File: src/rtl/string_literal_scanner_assert.svh
// Assertion macros for the string literal scanner.
// Used by the top level; depends on no other file.
`ifndef STRING_LITERAL_SCANNER_ASSERT_SVH
`define STRING_LITERAL_SCANNER_ASSERT_SVH

// Same-cycle implication, disabled while reset is held.
`define SLS_ASSERT_NOW(label, clk, rstn, ante, cons, msg) \
    label: assert property (@(posedge clk) disable iff (!rstn) (ante) |-> (cons)) \
        else $error(msg);

// Next-cycle implication, disabled while reset is held.
`define SLS_ASSERT_NEXT(label, clk, rstn, ante, cons, msg) \
    label: assert property (@(posedge clk) disable iff (!rstn) (ante) |=> (cons)) \
        else $error(msg);

`endif

File: src/rtl/sls_pkg.sv
// Shared types and constants for the string literal scanner.
// No dependencies; used by the lane, merge and top-level modules.
package sls_pkg;

    localparam int CNT_W     = 4;
    localparam int COUNT_W   = 32;

    localparam logic [7:0]         BYTE_NEWLINE = 8'h0A;
    localparam logic [7:0]         BYTE_ESCAPE  = 8'h5C;
    localparam logic [COUNT_W-1:0] COUNT_MAX    = 32'hFFFF_FFFF;

    typedef struct packed {
        logic is_quote;
        logic is_escape;
        logic is_newline;
    } lane_class_t;

    typedef struct packed {
        logic             closed;
        logic             esc_out;
        logic             nl_any;
        logic [CNT_W-1:0] consumed;
        logic [CNT_W-1:0] nl_count;
        logic [CNT_W-1:0] tail_len;
    } merge_t;

endpackage

File: src/rtl/sls_lane.sv
// One byte lane of the string literal scanner: classifies a source byte.
// Depends on sls_pkg.
module sls_lane (
    input  logic [7:0]          lane_byte,
    input  logic [7:0]          quote_char,
    output sls_pkg::lane_class_t lane_class
);

    always_comb begin
        lane_class.is_quote   = (lane_byte == quote_char);
        lane_class.is_escape  = (lane_byte == sls_pkg::BYTE_ESCAPE);
        lane_class.is_newline = (lane_byte == sls_pkg::BYTE_NEWLINE);
    end

endmodule

File: src/rtl/sls_merge.sv
// Merging stage: resolves escapes across lanes, finds the closing quote and
// counts consumed bytes and newlines. Depends on sls_pkg.
module sls_merge #(
    parameter int LANES = 8
) (
    input  sls_pkg::lane_class_t             lane_class [LANES],
    input  logic [sls_pkg::CNT_W-1:0]        count,
    input  logic                             esc_in,
    output sls_pkg::merge_t                  result
);

    always_comb begin
        logic                      esc;
        logic                      closed;
        logic                      nl_any;
        logic [sls_pkg::CNT_W-1:0] consumed;
        logic [sls_pkg::CNT_W-1:0] nl_count;
        logic [sls_pkg::CNT_W-1:0] nl_last;
        esc      = esc_in;
        closed   = 1'b0;
        nl_any   = 1'b0;
        consumed = count;
        nl_count = '0;
        nl_last  = '0;
        for (int i = 0; i < LANES; i++) begin
            if ((sls_pkg::CNT_W'(i) < count) && !closed) begin
                if (esc) begin
                    esc = 1'b0;
                end else if (lane_class[i].is_quote) begin
                    closed   = 1'b1;
                    consumed = sls_pkg::CNT_W'(i + 1);
                end else if (lane_class[i].is_escape) begin
                    esc = 1'b1;
                end else if (lane_class[i].is_newline) begin
                    nl_any   = 1'b1;
                    nl_count = nl_count + sls_pkg::CNT_W'(1);
                    nl_last  = sls_pkg::CNT_W'(i);
                end
            end
        end
        result.closed   = closed;
        result.esc_out  = esc;
        result.nl_any   = nl_any;
        result.consumed = consumed;
        result.nl_count = nl_count;
        result.tail_len = consumed - nl_last;
    end

endmodule

File: src/rtl/string_literal_scanner.sv
// String literal scanner. One chunk of up to LANES source bytes is taken per
// request on the s_ channel (valid/ready) and classified by LANES byte lanes
// side by side; a merging stage resolves escapes, finds the closing quote and
// counts bytes and newlines, and the running counters update in the same cycle.
//
// Usage: send a chunk with s_begin_req high right after the opening quote,
// then further chunks. A result appears on the m_ channel when the configured
// quote byte closes the literal, or on a chunk with s_last high if it does
// not. Bytes after the quote in the same chunk are dropped.
// The result is registered and valid in the cycle after the request that caused it.
// Throughput: one chunk per cycle while the receiver keeps up; the loop through the
// lanes, the escape chain and the 32-bit saturating counter adds sets this figure.
// A request is taken whenever the output register is empty or being read.
// If the receiver stalls, the result holds in the output register and the
// input stops until that result is read.
// Reset (aresetn low, synchronous) closes any open scan, clears the counters,
// empties the output register and sets the quote byte to 34.
// Depends on sls_pkg, sls_lane, sls_merge and string_literal_scanner_assert.svh.
`include "string_literal_scanner_assert.svh"

module string_literal_scanner #(
    parameter int LANES = 8
) (
    input  logic        aclk,
    input  logic        aresetn,

    input  logic        cfg_we,
    input  logic [7:0]  cfg_wdata,

    input  logic        s_valid,
    output logic        s_ready,
    input  logic        s_begin_req,
    input  logic [63:0] s_chunk_bytes,
    input  logic [3:0]  s_byte_count,
    input  logic        s_last,

    output logic        m_valid,
    input  logic        m_ready,
    output logic [31:0] m_advance,
    output logic [31:0] m_newline_count,
    output logic [31:0] m_tail_column,
    output logic        m_closed
);

    localparam logic [sls_pkg::CNT_W-1:0] LANES_CNT = sls_pkg::CNT_W'(LANES);

    logic [7:0]                  quote_reg;
    logic                        scanning_reg, scanning_next;
    logic                        esc_reg, esc_next;
    logic [31:0]                 total_reg, total_next;
    logic [31:0]                 lines_reg, lines_next;
    logic [31:0]                 column_reg, column_next;
    logic                        m_valid_reg, m_valid_next;
    logic [31:0]                 adv_reg, lines_out_reg, col_out_reg;
    logic                        closed_reg;

    logic                        accept;
    logic                        scan_eff;
    logic                        esc_eff;
    logic [31:0]                 total_eff, lines_eff, column_eff;
    logic [31:0]                 total_sum, lines_sum, column_sum;
    logic [sls_pkg::CNT_W-1:0]   count_eff;
    logic                        produce;
    sls_pkg::lane_class_t        lane_class [LANES];
    sls_pkg::merge_t             merged;

    function automatic logic [31:0] sat_add(input logic [31:0] a,
                                            input logic [sls_pkg::CNT_W-1:0] b);
        logic [32:0] sum;
        sum = {1'b0, a} + 33'(b);
        return sum[32] ? sls_pkg::COUNT_MAX : sum[31:0];
    endfunction

    assign s_ready   = !m_valid_reg || m_ready;
    assign accept    = s_valid && s_ready;
    assign count_eff = (s_byte_count > LANES_CNT) ? LANES_CNT : s_byte_count;

    for (genvar i = 0; i < LANES; i++) begin : g_lane
        sls_lane u_lane (
            .lane_byte  (s_chunk_bytes[8*i +: 8]),
            .quote_char (quote_reg),
            .lane_class (lane_class[i])
        );
    end

    sls_merge #(.LANES(LANES)) u_merge (
        .lane_class (lane_class),
        .count      (count_eff),
        .esc_in     (esc_eff),
        .result     (merged)
    );

    always_comb begin
        scan_eff   = s_begin_req || scanning_reg;
        esc_eff    = s_begin_req ? 1'b0  : esc_reg;
        total_eff  = s_begin_req ? 32'd0 : total_reg;
        lines_eff  = s_begin_req ? 32'd0 : lines_reg;
        column_eff = s_begin_req ? 32'd0 : column_reg;

        total_sum  = sat_add(total_eff, merged.consumed);
        lines_sum  = sat_add(lines_eff, merged.nl_count);
        column_sum = merged.nl_any ? 32'(merged.tail_len)
                                   : sat_add(column_eff, merged.consumed);
        produce    = scan_eff && (merged.closed || s_last);

        scanning_next = scanning_reg;
        esc_next      = esc_reg;
        total_next    = total_reg;
        lines_next    = lines_reg;
        column_next   = column_reg;
        m_valid_next  = m_valid_reg && !m_ready;

        if (accept && scan_eff) begin
            total_next  = total_sum;
            lines_next  = lines_sum;
            column_next = column_sum;
            if (produce) begin
                scanning_next = 1'b0;
                esc_next      = 1'b0;
                m_valid_next  = 1'b1;
            end else begin
                scanning_next = 1'b1;
                esc_next      = merged.esc_out;
            end
        end
    end

    always_ff @(posedge aclk) begin
        if (!aresetn) begin
            quote_reg    <= 8'd34;
            scanning_reg <= 1'b0;
            esc_reg      <= 1'b0;
            total_reg    <= '0;
            lines_reg    <= '0;
            column_reg   <= '0;
            m_valid_reg  <= 1'b0;
        end else begin
            if (cfg_we) begin
                quote_reg <= cfg_wdata;
            end
            scanning_reg <= scanning_next;
            esc_reg      <= esc_next;
            total_reg    <= total_next;
            lines_reg    <= lines_next;
            column_reg   <= column_next;
            m_valid_reg  <= m_valid_next;
        end
    end

    always_ff @(posedge aclk) begin
        if (accept && produce) begin
            adv_reg       <= total_sum;
            lines_out_reg <= lines_sum;
            col_out_reg   <= column_sum;
            closed_reg    <= merged.closed;
        end
    end

    assign m_valid         = m_valid_reg;
    assign m_advance       = adv_reg;
    assign m_newline_count = lines_out_reg;
    assign m_tail_column   = col_out_reg;
    assign m_closed        = closed_reg;

    `SLS_ASSERT_NOW(a_closed_nonzero, aclk, aresetn, m_valid_reg && closed_reg,
        adv_reg != 32'd0, "closed result with zero advance")
    `SLS_ASSERT_NOW(a_col_le_adv, aclk, aresetn, m_valid_reg,
        col_out_reg <= adv_reg, "tail column exceeds advance")
    `SLS_ASSERT_NOW(a_nl_le_adv, aclk, aresetn, m_valid_reg,
        lines_out_reg <= adv_reg, "newline count exceeds advance")
    `SLS_ASSERT_NEXT(a_result_ends_scan, aclk, aresetn, accept && produce,
        !scanning_reg && m_valid_reg, "scan still open after result")
    `SLS_ASSERT_NOW(a_idle_no_escape, aclk, aresetn, !scanning_reg,
        !esc_reg, "escape pending with no open scan")

endmodule
File: config.mk
export PLATFORM = sky130hd
export DESIGN_NAME = string_literal_scanner
export DESIGN_NICKNAME = d
export VERILOG_FILES = /design/src/rtl/sls_pkg.sv /design/src/rtl/sls_lane.sv /design/src/rtl/sls_merge.sv /design/src/rtl/string_literal_scanner.sv
export VERILOG_INCLUDE_DIRS = /design/src /design/src/rtl
export SDC_FILE = /design/constraint.sdc
export NUM_CORES = 1
export LEC_CHECK = 0
export BUFFER_PORTS_ARGS = -buffer_cell sky130_fd_sc_hd__buf_2
export CAP_MARGIN = 0
export CORE_UTILIZATION = 25
export CTS_CLUSTER_DIAMETER = 150
export DETAILED_ROUTE_END_ITERATION = 7
export GPL_TIMING_DRIVEN = 0
export MAX_ROUTING_LAYER = met4
export PLACE_DENSITY = 0.49
export SKIP_CTS_REPAIR_TIMING = 1
export SLEW_MARGIN = 40
export SYNTH_ARGS = -nofsm -noshare
export SYNTH_HDL_FRONTEND = slang
export SYNTH_SLANG_ARGS = --single-unit
File: constraint.sdc
create_clock -name aclk -period 18.8 [get_ports aclk]
set_input_delay 3.76 -clock aclk [delete_from_list [all_inputs] [get_ports aclk]]
set_output_delay 3.76 -clock aclk [all_outputs]
set_load 0.1 [all_outputs]
; ---- Word-level counts from Yosys, hierarchy flattened
; Index checks and enable logic that the tools add are counted.
[totals]
regBits = 204
inputBits = 83
out_inout_bits = 99
wordCells = 287
[op_classes]
add_sub_neg = 11
order_cmp = 9
n_eq_ne = 24
muxes = 208
n_reduce_logical = 24
[op_table]
columns = cell, n
row1 = $mux 4, 98
row2 = $mux 32, 7
row3 = $mux 1, 103
row4 = $add 32x4->33, 3
row5 = $eq 8x4->1 const B, 8
row6 = $eq 8x7->1 const B, 8
row7 = $eq 8x8->1, 8
row8 = $add 4x1->4 const B, 7
row9 = $lt 3x4->1 const A, 4
row10 = $logic_and 1x1->1, 12
row11 = $logic_not 1->1, 9
row12 = $lt 1x4->1 const A, 2
row13 = $lt 2x4->1 const A, 2
row14 = $gt 4x4->1 const B, 1
row15 = $sub 4x4->4, 1
row16 = $logic_or 1x1->1, 3

; ---- Logic depth before layout (Yosys ltp)
; Gate-level depths: netlist (run 1).
[logic_depth]
depth_word = 50
depth_mapped = 36
ltp_nobuf = 35

; ---- Modules after synthesis
; Synthesis (run 1) repeated with hierarchy kept, for this count alone.
[unflattened]
cells_unflattened = 1553
area_unflattened_um2 = 13521.7
[by_module_without_submodules]
columns = mod, instances, cells_each, area_per_inst_um2, seq_area_each_um2
row1 = string_literal_scanner, 1, 1240, 11079.4, 5054.8
row2 = sls_merge, 1, 185, 1421.4, 0.0
row3 = sls_lane, 8, 16, 127.6, 0.0

; ---- Worst setup path after synthesis (run 1)
; OpenSTA, ideal clock, no wires.
[synth_timing]
path_kind = input to register
from = input s_byte_count[2]
to = register adv_reg[0] (netlist: m_advance[0]) (enable)
setup_ns = 0.553
arrival_time_ns = 10.278
t_required_ns = 18.247
path_slack_ns = 7.969
path_stages = 13
n_path_buf = 1
path_cell_list = clkbuf_1 -> nor4_1 -> or4b_4 -> o32a_2 -> a21o_1 -> a211o_1 -> a2bb2oi_2 -> nor4_1 -> a211o_1 -> nor2_1 -> o21ai_0 -> nor2_1 -> nor2_1
[synth_rtl]
columns = item, line_no
row1 = start: declaration, string_literal_scanner.sv:34  ; input logic [3:0] s_byte_count,
row2 = end signal: assignment, string_literal_scanner.sv:152  ; adv_reg <= total_sum;
row3 = end: declaration, string_literal_scanner.sv:54  ; logic [31:0] adv_reg, lines_out_reg, col_out_reg;

; ---- Final worst setup path (run 1)
[layout_timing]
from = input s_begin_req
to = register lines_out_reg[12] (netlist: m_newline_count[12]) (data pin)
[layout_via]
elab_chain_len = 47
word_cells_on_any_way = 96
classes_between = 8 x add/sub / 74 x mux / 14 x reduce/logical
[layout_rtl]
columns = item, line_no
row1 = start: declaration, string_literal_scanner.sv:32  ; input logic s_begin_req,
row2 = $mux 1, string_literal_scanner.sv:95  ; esc_eff = s_begin_req ? 1'b0 : esc_reg;
row3 = $mux 4, sls_merge.sv:27  ; if (esc) begin
row4 = $mux 4, sls_merge.sv:26  ; if ((sls_pkg::CNT_W'(i) < count) && !closed) begin
row5 = $add 4x1->4, sls_merge.sv:36  ; nl_count = nl_count + sls_pkg::CNT_W'(1);
row6 = $mux 4, sls_merge.sv:34  ; end else if (lane_class[i].is_newline) begin
row7 = $mux 4, sls_merge.sv:32  ; end else if (lane_class[i].is_escape) begin
row8 = $mux 4, sls_merge.sv:29  ; end else if (lane_class[i].is_quote) begin
row9 = $mux 4, sls_merge.sv:27
row10 = (+32 left out), n/a
row11 = $mux 4, sls_merge.sv:34
row12 = $mux 4, sls_merge.sv:32
row13 = $mux 4, sls_merge.sv:29
row14 = $mux 4, sls_merge.sv:27
row15 = $mux 4, sls_merge.sv:26
row16 = $add 32x4->33 (*), string_literal_scanner.sv:70  ; sum = {1'b0, a} + 33'(b);
row17 = $mux 32 (*), string_literal_scanner.sv:71  ; return sum[32] ? sls_pkg::COUNT_MAX : sum[31:0];
row18 = named net lines_sum[12], string_literal_scanner.sv:61  ; logic [31:0] total_sum, lines_sum, column_sum;
row19 = end signal: assignment, string_literal_scanner.sv:153  ; lines_out_reg <= lines_sum;
row20 = end: declaration, string_literal_scanner.sv:54
; The timed path passes the listed nets; every way through them passes the cells marked *.
; A chain may end at the register's enable or synchronous reset.

==> results of run 1 <==
[synthesized netlist by cell type, types with 13 or more instances]
master,n,area (sq um)
xnor2_1,103,902
mux2i_1,13,130
nor3b_1,44,330
and3_1,27,169
nand2_1,123,462
ha_1,22,275
nand4_1,28,175
nor2b_1,50,313
nor2_1,156,586
a21oi_1,61,305
o21ai_0,94,470
edfxtp_1,97,2910
clkbuf_1,57,214
dfxtp_1,107,2140
xor2_1,53,464
nor3_1,29,145
nand3_1,66,330
inv_1,43,161
[layout by cell type (no fill, tap or decap), types with 60 or more instances in the layout]
master	instances
xnor2_1	103
a21oi_1	60
edfxtp_1	97
o21ai_0	94
nand3_1	66
dfxtp_1	107
nor2_1	155
clkbuf_1	63
buf_2	181
nand2_1	123
[kinds of logic (layout without fill, tap and decap cells)]
| group | Yosys count | count (layout) |
|---|---|---|
| AND/OR/NAND/NOR | 600 | 600 |
| AO/OA/AOI/OAI | 251 | 251 |
| flip-flops | 204 | 204 |
| XOR/XNOR | 156 | 156 |
| buffers and inverters | 126 | 353 |
| adder cells (fa/ha/maj) | 27 | 27 |
| multiplexers | 19 | 19 |
| other | 0 | 3 |
[metal layers]
metal / global-route usage (%) / share of wire [%] / routed length (um) / vias to the layer above
met2: 26.5 / 46 / 18900 / 321
li1: - / - / - / 5302
met3: 2.13 / 5.3 / 2170 / 67
met1: 21.7 / 46 / 18700 / 5254
met4: 5.77 / 3.0 / 1250 / 0
met5: - / 0 / 0 / -
[per-stage QoR]
stage | hold slack [ns] | cells | utilization [%] | setup slack (ns)
floorplan | 0.430 | 1383 | - | 7.97
global route | 0.491 | 2228 | 30.8 | 6.35
detailed placement | 0.444 | 2179 | 29.2 | 6.08
CTS | 0.453 | 2225 | 30.8 | 6.63
finish | 0.455 | 2228 | 30.8 | 6.95
global placement | 0.438 | 2174 | 28.9 | 4.95
[layout make-up]
cell class / count / share of cell area (%)
Sequential cell: 204 / 34.1
Clock inverter: 14 / 0.685
Clock buffer: 32 / 4.40
Antenna cell: 3 / 0.0507
Tap cell: 615 / 5.20
Buffer: 82 / 2.38
Multi-Input combinational cell: 1053 / 45.3
Timing Repair Buffer: 181 / 6.71
Inverter: 44 / 1.12
[critical path, delay by kind of cell]
kind,cells,cell delay [ns]
buffers and inverters,8,2.51
and+or+nand+nor,7,1.84
muxes,5,1.57
adders and majority gates,5,1.33
AOI/OAI and AO/OA,4,0.86
xor gates and xnor gates,1,0.18
[power by group through the flow]
stage          combinational, mW  sequential (mW)  clock [mW]
3_5_place_dp               0.186            0.501           0
4_1_cts                    0.187            0.492       0.471
3_3_place_gp               0.181            0.503           0
6_report                   0.186            0.492       0.455
5_1_grt                    0.198            0.494       0.486
2_1_floorplan             0.0746            0.557           0
[how the worst min path moves through the flow]
stage	start	endpoint	slack [ns]
final	column_reg[0]$_SDFFE_PN0P_	column_reg[0]$_SDFFE_PN0P_	0.46
after global routing	column_reg[0]$_SDFFE_PN0P_	column_reg[0]$_SDFFE_PN0P_	0.49
after CTS	column_reg[0]$_SDFFE_PN0P_	column_reg[0]$_SDFFE_PN0P_	0.45
after detailed placement	column_reg[0]$_SDFFE_PN0P_	column_reg[0]$_SDFFE_PN0P_	0.44
after global placement	column_reg[0]$_SDFFE_PN0P_	column_reg[0]$_SDFFE_PN0P_	0.44
after floorplan	column_reg[0]$_SDFFE_PN0P_	column_reg[0]$_SDFFE_PN0P_	0.43
==> impl_metrics.csv, run 1 <==
group,metric,value,unit
outcome,run_status,"complete, no violations",
critical_path,crit-reg2reg-capture,"m_newline_count[12]$_DFFE_PP_",
pwr,power.density,76.6,mW/mm^2
clock_network,clock_sinks,204,
sta,max-slew-margin-rel,44.9,%
critical_path,regToRegSetupSlack,10.06,ns
detailed_routing,drt_pass1_iterations,6,
pwr,leakage,5.76,nW
critical_path,reg2reg_from,"quote_reg[1]$_SDFFE_PN1P_",
global_route,grt_max_degree,22,
floorplan,rows,80,
logic_synthesis,synth_simple_gate_area_share,25.6,%
global_route,via_count_of_the_first_global_routing_pass,10779,
logic_synthesis,synth_xor_xnor_area_share,11.2,%
floorplan,die_w,223,um
pwr,clkPwrFrac,40.2,%
logic_synthesis,netlist_instances,1383,
cells_and_area,fillerInstances,5112,
critical_path,timing.critical_path.from,"s_begin_req",
placed_design,count_of_buffers_inserted_at_the_top_level_ports,176,
critical_path,worst_ep_arrival_time,12.07,ns
sta,fin_setup_tns,0,ns
clock_network,tritoncts.num_buffers,25,
critical_path,timing.setup.critical_path_class,"input port to flop",
detailed_routing,post_drt_via_cell_ratio,4.91,
critical_path,worst_r2r_path_depth,30,
floorplan,floorplan.initialDensity,25.5,%
sta,maxSlewViolCount,0,
pwr,share_seq_of_total_power,43.4,%
sta,finalSetupViolations,0,
sta,fmaxAchievable,0.0844,GHz
clock_network,cts.htree.levels,1,
sta,hold_viol_final,0,
pwr,peak_supply_drop,59.0,uV
logic_synthesis,ys_async_sr_fraction,0,%
critical_path,timing.critical_path.required,19.02,ns
sta,fin_crit_sh,63.0,%
sta,finalCriticalPeriod,11.85,ns
global_route,grt_first_pass_wirelength,63.1,mm
detailed_routing,drtIter0Drc,661,
pwr,power,1.13,mW
cells_and_area,final_layout_size_suffix_gt1_share,17.0,%
logic_synthesis,largest_family_of_logic_cells_by_synthesized_area,"simple AND/OR/NAND/NOR gates",
logic_synthesis,post_synth_instance_area,0.0122,sq mm
critical_path,crit_slowest_cell,"nor4_4",
hold_path,min-delay-path-class,"flop to flop",
detailed_routing,via_count,10944,
detailed_routing,wl_per_cell,18.4,um
cells_and_area,post_layout_inst_area,0.0148,sq mm
detailed_routing,route.detailed.drc,0,
logic_synthesis,synth.mux.area_fraction,1.61,%
floorplan,core-area,0.0480,sq mm
clock_network,cts_max_path_buffers,3,
logic_synthesis,ys_seq_elements,204,
global_route,grt_use_total,16.7,%
logic_synthesis,synth_nets,1492,
logic_synthesis,post_synthesis_compound_gate_area_fraction,13.1,%
cells_and_area,seq_area,0.00505,sq mm
pwr,p_sw_share,30.2,%
cells_and_area,area_delta_synth_final,20.9,%
logic_synthesis,post_synth_fa_ha_maj_area_fraction,2.98,%
floorplan,top_level_ports,182,
pwr,comb_power_share,16.4,%
global_route,global_route_overflow,0,
sta,grt_setup_unrepaired,"no",
critical_path,timing.critical_path.fanout_max,10,
cells_and_area,combined_area_of_the_multi_input_logic_cells,0.00671,sq mm
global_route,antenna_violations_before_repair,3,
detailed_routing,final_antenna_net_count,0,
critical_path,crit_path_end_kind,"flop",
placed_design,dp.final_hpwl,30.6,mm
flow_run,timing.max_cap.violations,0,
sta,worstMarginPinSlew,0.826,ns
clock_network,clkTransAtPathRegs,0.06,ns
detailed_routing,routed_wirelength,41.0,mm
clock_network,clock_insertion_delay_worst_skew,0.54,ns
critical_path,crit_path_start_kind,"input port",
logic_synthesis,synthesis.area_per_instance,8.86,sq um
placed_design,routabilityCongestion,0.896,
clock_network,clk_root_buffer_cell,"clkbuf_16",
floorplan,die_footprint,0.0499,sq mm
logic_synthesis,yosysUniqueCellTypes,75,
clock_network,cts_tree,"yes",
pwr,power.switching,0.342,mW
logic_synthesis,synth_edf_count,97,
hold_path,timing.hold.worst_path_depth,2,
pwr,internal_power,0.791,mW
critical_path,worst_path_largest_cell_delay,0.56,ns
logic_synthesis,synth-main-ff-cell,"dfxtp_1",
cells_and_area,final_net_count,1700,
floorplan,die_ht,223,um
logic_synthesis,ys_warn_count,0,
logic_synthesis,ys_seq_area_share,41.3,%
placed_design,placed_cell_area,0.0140,sq mm
critical_path,crit_end,"m_newline_count[12]$_DFFE_PP_",
sta,finClkSkew,0.0181,ns
Note: power is estimated with default switching activity, not from simulation.
==> inputs of run 2 (changes only) <==
- PLACE_DENSITY: 0.49 -> 0.51
- clock period: 18.8 -> 9.6 ns (I/O delays scaled with it)
==> run 2 against run 1 <==
Against the previous run: sequential share of layout area shrank 0.16 points; routed wire length shrank 1.1%; largest cell class unchanged; design area grew 0.48%; first-iteration DRC count shrank 9.8%.
==> impl_metrics.csv, run 2 (synthesized netlist as in run 1, its figures left out) <==
group,metric,value,unit
outcome,run_status,"complete, no violations",
cells_and_area,seq_area,0.00505,sq mm
critical_path,crit-reg2reg-capture,"m_newline_count[12]$_DFFE_PP_",
hold_path,timing.hold.worst_path_depth,2,
detailed_routing,routed_wirelength,40.6,mm
detailed_routing,post_drt_via_cell_ratio,4.91,
sta,hold_ws,0.453,ns
cells_and_area,layout.cells.non_filler,2227,
critical_path,worst_r2r_path_depth,31,
clock_network,clock_insertion_delay_worst_skew,0.55,ns
floorplan,core-area,0.0480,sq mm
critical_path,worst_ep_arrival_time,9.45,ns
detailed_routing,route.detailed.drc,0,
floorplan,floorplan.initialDensity,25.5,%
critical_path,crit_path_end_kind,"flop",
critical_path,reg2reg_from,"quote_reg[1]$_SDFFE_PN1P_",
global_route,met1_capacity_usage_during_global_routing,21.5,%
critical_path,critPathMostFrequentCell,"ha_1",
global_route,grt_use_total,16.6,%
global_route,antenna_violations_before_repair,2,
floorplan,die_ht,223,um
sta,hold_viol_final,0,
cells_and_area,most_common_cell_after_layout_fill_and_taps_aside,"buf_2",
sta,worstMarginPinSlew,0.801,ns
pwr,power,2.23,mW
hold_path,min-delay-path-class,"flop to flop",
placed_design,routabilityCongestion,0.900,
detailed_routing,drt_pass1_iterations,5,
critical_path,path_buf_inv,9,
clock_network,cts.htree.levels,1,
critical_path,timing.critical_path.fanout_max,10,
global_route,top_usage_layer,"met2",
critical_path,timing.setup.critical_path_class,"input port to flop",
sta,grt_setup_unrepaired,"no",
placed_design,dp.final_hpwl,30.6,mm
clock_network,tritoncts.num_buffers,24,
detailed_routing,wl_per_cell,18.2,um
critical_path,crit_slowest_cell,"or4_1",
sta,finClkSkew,0.0115,ns
global_route,grt.met2_usage,26.7,%
critical_path,worst_path_largest_cell_delay,0.60,ns
hold_path,hold_crit_endpoint,"column_reg[0]$_SDFFE_PN0P_",
pwr,leakage,5.79,nW
sta,finalCriticalPeriod,9.20,ns
sta,fin_setup_tns,0,ns
cells_and_area,combined_area_of_the_multi_input_logic_cells,0.00674,sq mm
floorplan,die_footprint,0.0499,sq mm
critical_path,timing.critical_path.required,9.85,ns
detailed_routing,final_antenna_net_count,0,
hold_path,min-delay-start,"column_reg[0]$_SDFFE_PN0P_",
flow_run,timing.max_cap.violations,0,
sta,fmaxAchievable,0.109,GHz
cells_and_area,fillerInstances,5058,
sta,fin_crit_sh,95.8,%
global_route,grt_max_degree,22,
critical_path,crit_path_start_kind,"input port",
critical_path,regToRegSetupSlack,1.54,ns
cells_and_area,final_layout_size_suffix_gt1_share,18.1,%
global_route,grt_first_pass_wirelength,62.5,mm
detailed_routing,via_count,10943,
placed_design,placed_cells_incl_taps,2180,
clock_network,cts_max_path_buffers,3,
sta,maxSlewViolCount,0,
clock_network,clkTransAtPathRegs,0.06,ns
placed_design,count_of_buffers_inserted_at_the_top_level_ports,176,
clock_network,clk_root_buffer_cell,"clkbuf_16",
cells_and_area,area_delta_synth_final,21.4,%
detailed_routing,drtIter0Drc,596,
cells_and_area,final_net_count,1701,
critical_path,path_delay_family,"adder cells",
floorplan,top_level_ports,182,
cells_and_area,layout_common_cells,"181 x buf_2, 154 x nor2_1, 123 x nand2_1",
pwr,peak_supply_drop,118,uV
sta,max-slew-margin-rel,46.6,%
global_route,grt_util_met3,1.79,%
global_route,global_route_overflow,0,
global_route,via_count_of_the_first_global_routing_pass,10770,
floorplan,die_w,223,um
clock_network,clock_sinks,204,
floorplan,rows,80,
pwr,power.density,150,mW/mm^2
clock_network,cts_tree,"yes",
sta,finalSetupViolations,0,
==> run 2: layout make-up <==
cell class | instances | area share [%]
Antenna cell | 2 | 0.0336
Buffer | 82 | 2.42
Clock buffer | 29 | 4.23
Clock inverter | 15 | 0.993
Inverter | 44 | 1.14
Multi-Input combinational cell | 1053 | 45.3
Sequential cell | 204 | 34.0
Tap cell | 615 | 5.17
Timing Repair Buffer | 183 | 6.73
==> run 2: where the power goes <==
group,total (mW),switching (mW),internal [mW]
logic,0.365,0.266,0.0987
registers,0.963,0.0186,0.944
clock network,0.906,0.382,0.524
==> run 2: metrics by stage <==
stage	cell area (sq um)	setup slack [ns]	util [%]
3_5_place_dp	14000	-1.15	29.2
2_1_floorplan	12200	0.609	-
6_report	14900	0.399	31.0
5_1_grt	14900	0.0236	31.0
3_3_place_gp	13900	-2.58	28.9
4_1_cts	14800	-0.591	30.8
==> run 2: tightest hold or removal path, delay by kind of cell (launching register included) <==
family	cells	cell delay [ns]
and+or+nand+nor	1	0.05
AOI/OAI and AO/OA	1	0.05
DFF	1	0.31
==> run 2: routing by layer <==
layer,wire length [um],share of wire [%]
met2,19000,47
met3,1750,4.3
met5,0,0
met1,18600,46
met4,1280,3.1
==> run 2: worst max-delay path by stage <==
stage	from	end	cells past startpoint
6_report	s_chunk_bytes[8]	m_newline_count[12]$_DFFE_PP_	31
5_1_grt	s_chunk_bytes[0]	total_reg[7]$_SDFFE_PN0P_	32
4_1_cts	s_begin_req	m_newline_count[12]$_DFFE_PP_	30
3_5_place_dp	s_begin_req	m_newline_count[12]$_DFFE_PP_	30
3_3_place_gp	s_begin_req	m_tail_column[6]$_DFFE_PP_	13
2_1_floorplan	s_byte_count[2]	m_advance[0]$_DFFE_PP_	13
==> inputs of run 3 (changes only) <==
- ABC_AREA: unset -> 1
- CORE_UTILIZATION: 25 -> 40
- PLACE_DENSITY: 0.51 -> 0.69
==> run 3 against run 2 <==
Against the previous run: setup slack gained 0.077 ns; clock skew grew 0.0076 ns; worst hold slack gained 0.011 ns; sequential cell count is the same; first-iteration DRC count grew 76%; largest power group is now the clock network.
==> impl_metrics.csv, run 3 <==
group,metric,value,unit
logic_synthesis,ys_async_sr_fraction,0,%
logic_synthesis,synth_top_cell_by_area,"edfxtp_1",
logic_synthesis,synth_edf_count,97,
clock_network,cts.htree.levels,1,
global_route,grt_max_degree,57,
sta,fin_setup_tns,0,ns
logic_synthesis,synth.top_cell.area_share,21.5,%
detailed_routing,final_antenna_net_count,0,
critical_path,crit_end,"m_newline_count[25]$_DFFE_PP_",
logic_synthesis,ys_top_cells_by_area,"edfxtp_1 21%, dfxtp_1 16%, inv_1 8.9%, nand2_1 8.7%, nor2_1 6.3%",
detailed_routing,routed_wirelength,39.6,mm
global_route,antenna_violations_before_repair,1,
critical_path,reg2reg_from,"quote_reg[0]$_SDFFE_PN0P_",
logic_synthesis,ys_warn_count,0,
placed_design,count_of_buffers_inserted_at_the_top_level_ports,181,
hold_path,min-delay-path-class,"flop to flop",
floorplan,rows,67,
cells_and_area,final_layout_size_suffix_gt1_share,18.4,%
logic_synthesis,yosysUniqueCellTypes,63,
global_route,grt_first_pass_wirelength,61.8,mm
logic_synthesis,netlist_instances,1874,
sta,hold_viol_final,0,
sta,fin_crit_sh,95.0,%
pwr,peak_supply_drop,112,uV
logic_synthesis,synth-main-ff-cell,"dfxtp_1",
floorplan,die_ht,186,um
cells_and_area,layout_common_cells,"322 x inv_1, 313 x nand2_1, 226 x nor2_1",
detailed_routing,via_count,13182,
critical_path,worst_path_largest_cell_delay,0.44,ns
clock_network,clock_sinks,204,
logic_synthesis,synthMostInstantiatedCell,"inv_1",
logic_synthesis,synth.top_cells.by_count,"323 x inv_1, 314 x nand2_1, 228 x nor2_1",
floorplan,core-area,0.0334,sq mm
global_route,global_route_overflow,0,
sta,finClkSkew,0.0191,ns
detailed_routing,drt_pass1_iterations,8,
detailed_routing,wl_per_cell,15.5,um
pwr,power.density,156,mW/mm^2
global_route,via_count_of_the_first_global_routing_pass,12068,
floorplan,die_footprint,0.0346,sq mm
critical_path,crit_slowest_cell,"o21ai_0",
cells_and_area,final_net_count,2190,
critical_path,crit_path_end_kind,"flop",
critical_path,timing.setup.critical_path_class,"input port to flop",
sta,worstMarginPinSlew,0.871,ns
critical_path,timing.critical_path.required,9.84,ns
sta,fmaxAchievable,0.110,GHz
critical_path,timing.critical_path.from,"s_begin_req",
critical_path,timing.critical_path.fanout_max,8,
floorplan,top_level_ports,182,
logic_synthesis,ys_seq_area_share,37.3,%
sta,maxSlewViolCount,0,
sta,grt_setup_unrepaired,"no",
placed_design,placed_cells_incl_taps,2504,
detailed_routing,drtIter0Drc,1048,
placed_design,dp.final_hpwl,30.0,mm
critical_path,crit-reg2reg-capture,"m_newline_count[25]$_DFFE_PP_",
pwr,leakage,7.32,nW
cells_and_area,combined_area_of_the_multi_input_logic_cells,0.00682,sq mm
placed_design,routabilityCongestion,0.960,
critical_path,worst_r2r_path_depth,45,
critical_path,crit_path_start_kind,"input port",
logic_synthesis,post_synth_instance_area,0.0136,sq mm
clock_network,clkTransAtPathRegs,0.06,ns
clock_network,cts_max_path_buffers,3,
floorplan,die_w,186,um
detailed_routing,route.detailed.drc,0,
logic_synthesis,ys_seq_elements,204,
detailed_routing,post_drt_via_cell_ratio,5.17,
cells_and_area,area_delta_synth_final,17.8,%
clock_network,cts_tree,"yes",
sta,finalCriticalPeriod,9.12,ns
cells_and_area,fillerInstances,3324,
outcome,run_status,"complete, no violations",
sta,hold_ws,0.463,ns
floorplan,floorplan.initialDensity,40.5,%
logic_synthesis,synthesis.area_per_instance,7.23,sq um
critical_path,worst_ep_arrival_time,9.37,ns
flow_run,timing.max_cap.violations,0,
cells_and_area,layout.cells.non_filler,2548,
clock_network,tritoncts.num_buffers,24,
cells_and_area,most_common_cell_after_layout_fill_and_taps_aside,"inv_1",
global_route,grt_use_total,23.4,%
sta,finalSetupViolations,0,
sta,max-slew-margin-rel,41.8,%
logic_synthesis,synth_nets,1983,
clock_network,clock_insertion_delay_worst_skew,0.52,ns
clock_network,clk_root_buffer_cell,"clkbuf_16",
critical_path,critPathMostFrequentCell,"nand2_1",
cells_and_area,seq_area,0.00505,sq mm
critical_path,regToRegSetupSlack,1.65,ns
[run 3: worst min path at each step]
stage / startpoint / to / slack (ns) / cells past startpoint
3_5_place_dp: total_reg[30]$_SDFFE_PN0P_ / total_reg[30]$_SDFFE_PN0P_ / 0.45 / 2
4_1_cts: total_reg[30]$_SDFFE_PN0P_ / total_reg[30]$_SDFFE_PN0P_ / 0.46 / 2
6_report: total_reg[30]$_SDFFE_PN0P_ / total_reg[30]$_SDFFE_PN0P_ / 0.46 / 2
2_1_floorplan: lines_reg[30]$_SDFFE_PN0P_ / lines_reg[30]$_SDFFE_PN0P_ / 0.44 / 2
5_1_grt: lines_reg[14]$_SDFFE_PN0P_ / lines_reg[14]$_SDFFE_PN0P_ / 0.49 / 2
3_3_place_gp: lines_reg[18]$_SDFFE_PN0P_ / lines_reg[18]$_SDFFE_PN0P_ / 0.45 / 2
[run 3: final cells by class]
| type | count | area share, % |
|---|---|---|
| clock buffer | 27 | 4.03 |
| antenna | 1 | 0.0157 |
| buffer | 66 | 2.14 |
| tap | 448 | 3.51 |
| clock inverter | 17 | 1.59 |
| sequential | 204 | 31.7 |
| inverter | 355 | 8.53 |
| multi-input combinational | 1248 | 42.7 |
| timing repair buffer | 182 | 5.85 |
[run 3: layer usage]
metal  GRT usage, %  wire length [um]  vias up
li1               -                 -     6490
met1           30.8             18200     6127
met2           37.3             17800      493
met3           2.86              2720       72
met4           6.82               856        0
met5              -                 0        -
[run 3: power by group]
group / leakage, nW / switching (mW) / internal (mW)
clock network: 0.428 / 0.373 / 0.646
registers: 1.81 / 0.0209 / 0.969
logic: 5.09 / 0.367 / 0.123
total: 7.32 / 0.760 / 1.74
[run 3: cell families after synthesis]
kind of cell | count (synthesis) | share of synthesized area [%]
AOI/OAI and AO/OA | 272 | 11.5
adders and majority gates | 26 | 2.62
DFF | 204 | 37.3
xor gates and xnor gates | 66 | 4.32
buffers and inverters | 422 | 12.6
and+or+nand+nor | 884 | 31.7
[run 3: worst max-delay path: cells and delay by family]
family,cells,cell delay [ns]
AOI/OAI and AO/OA,8,1.78
adders and majority gates,7,1.95
and+or+nand+nor,20,3.01
buffers and inverters,8,0.68
[run 3: per-stage QoR]
stage	total power, mW	util [%]	worst slack (ns)	area [sq um]
floorplan	1.37	-	1.30	13600
global placement	1.48	44.9	-0.442	15000
detailed placement	1.49	45.0	-0.493	15100
CTS	2.51	47.7	-0.0117	15900
global route	2.60	47.7	0.00953	16000
finish	2.50	47.7	0.476	16000
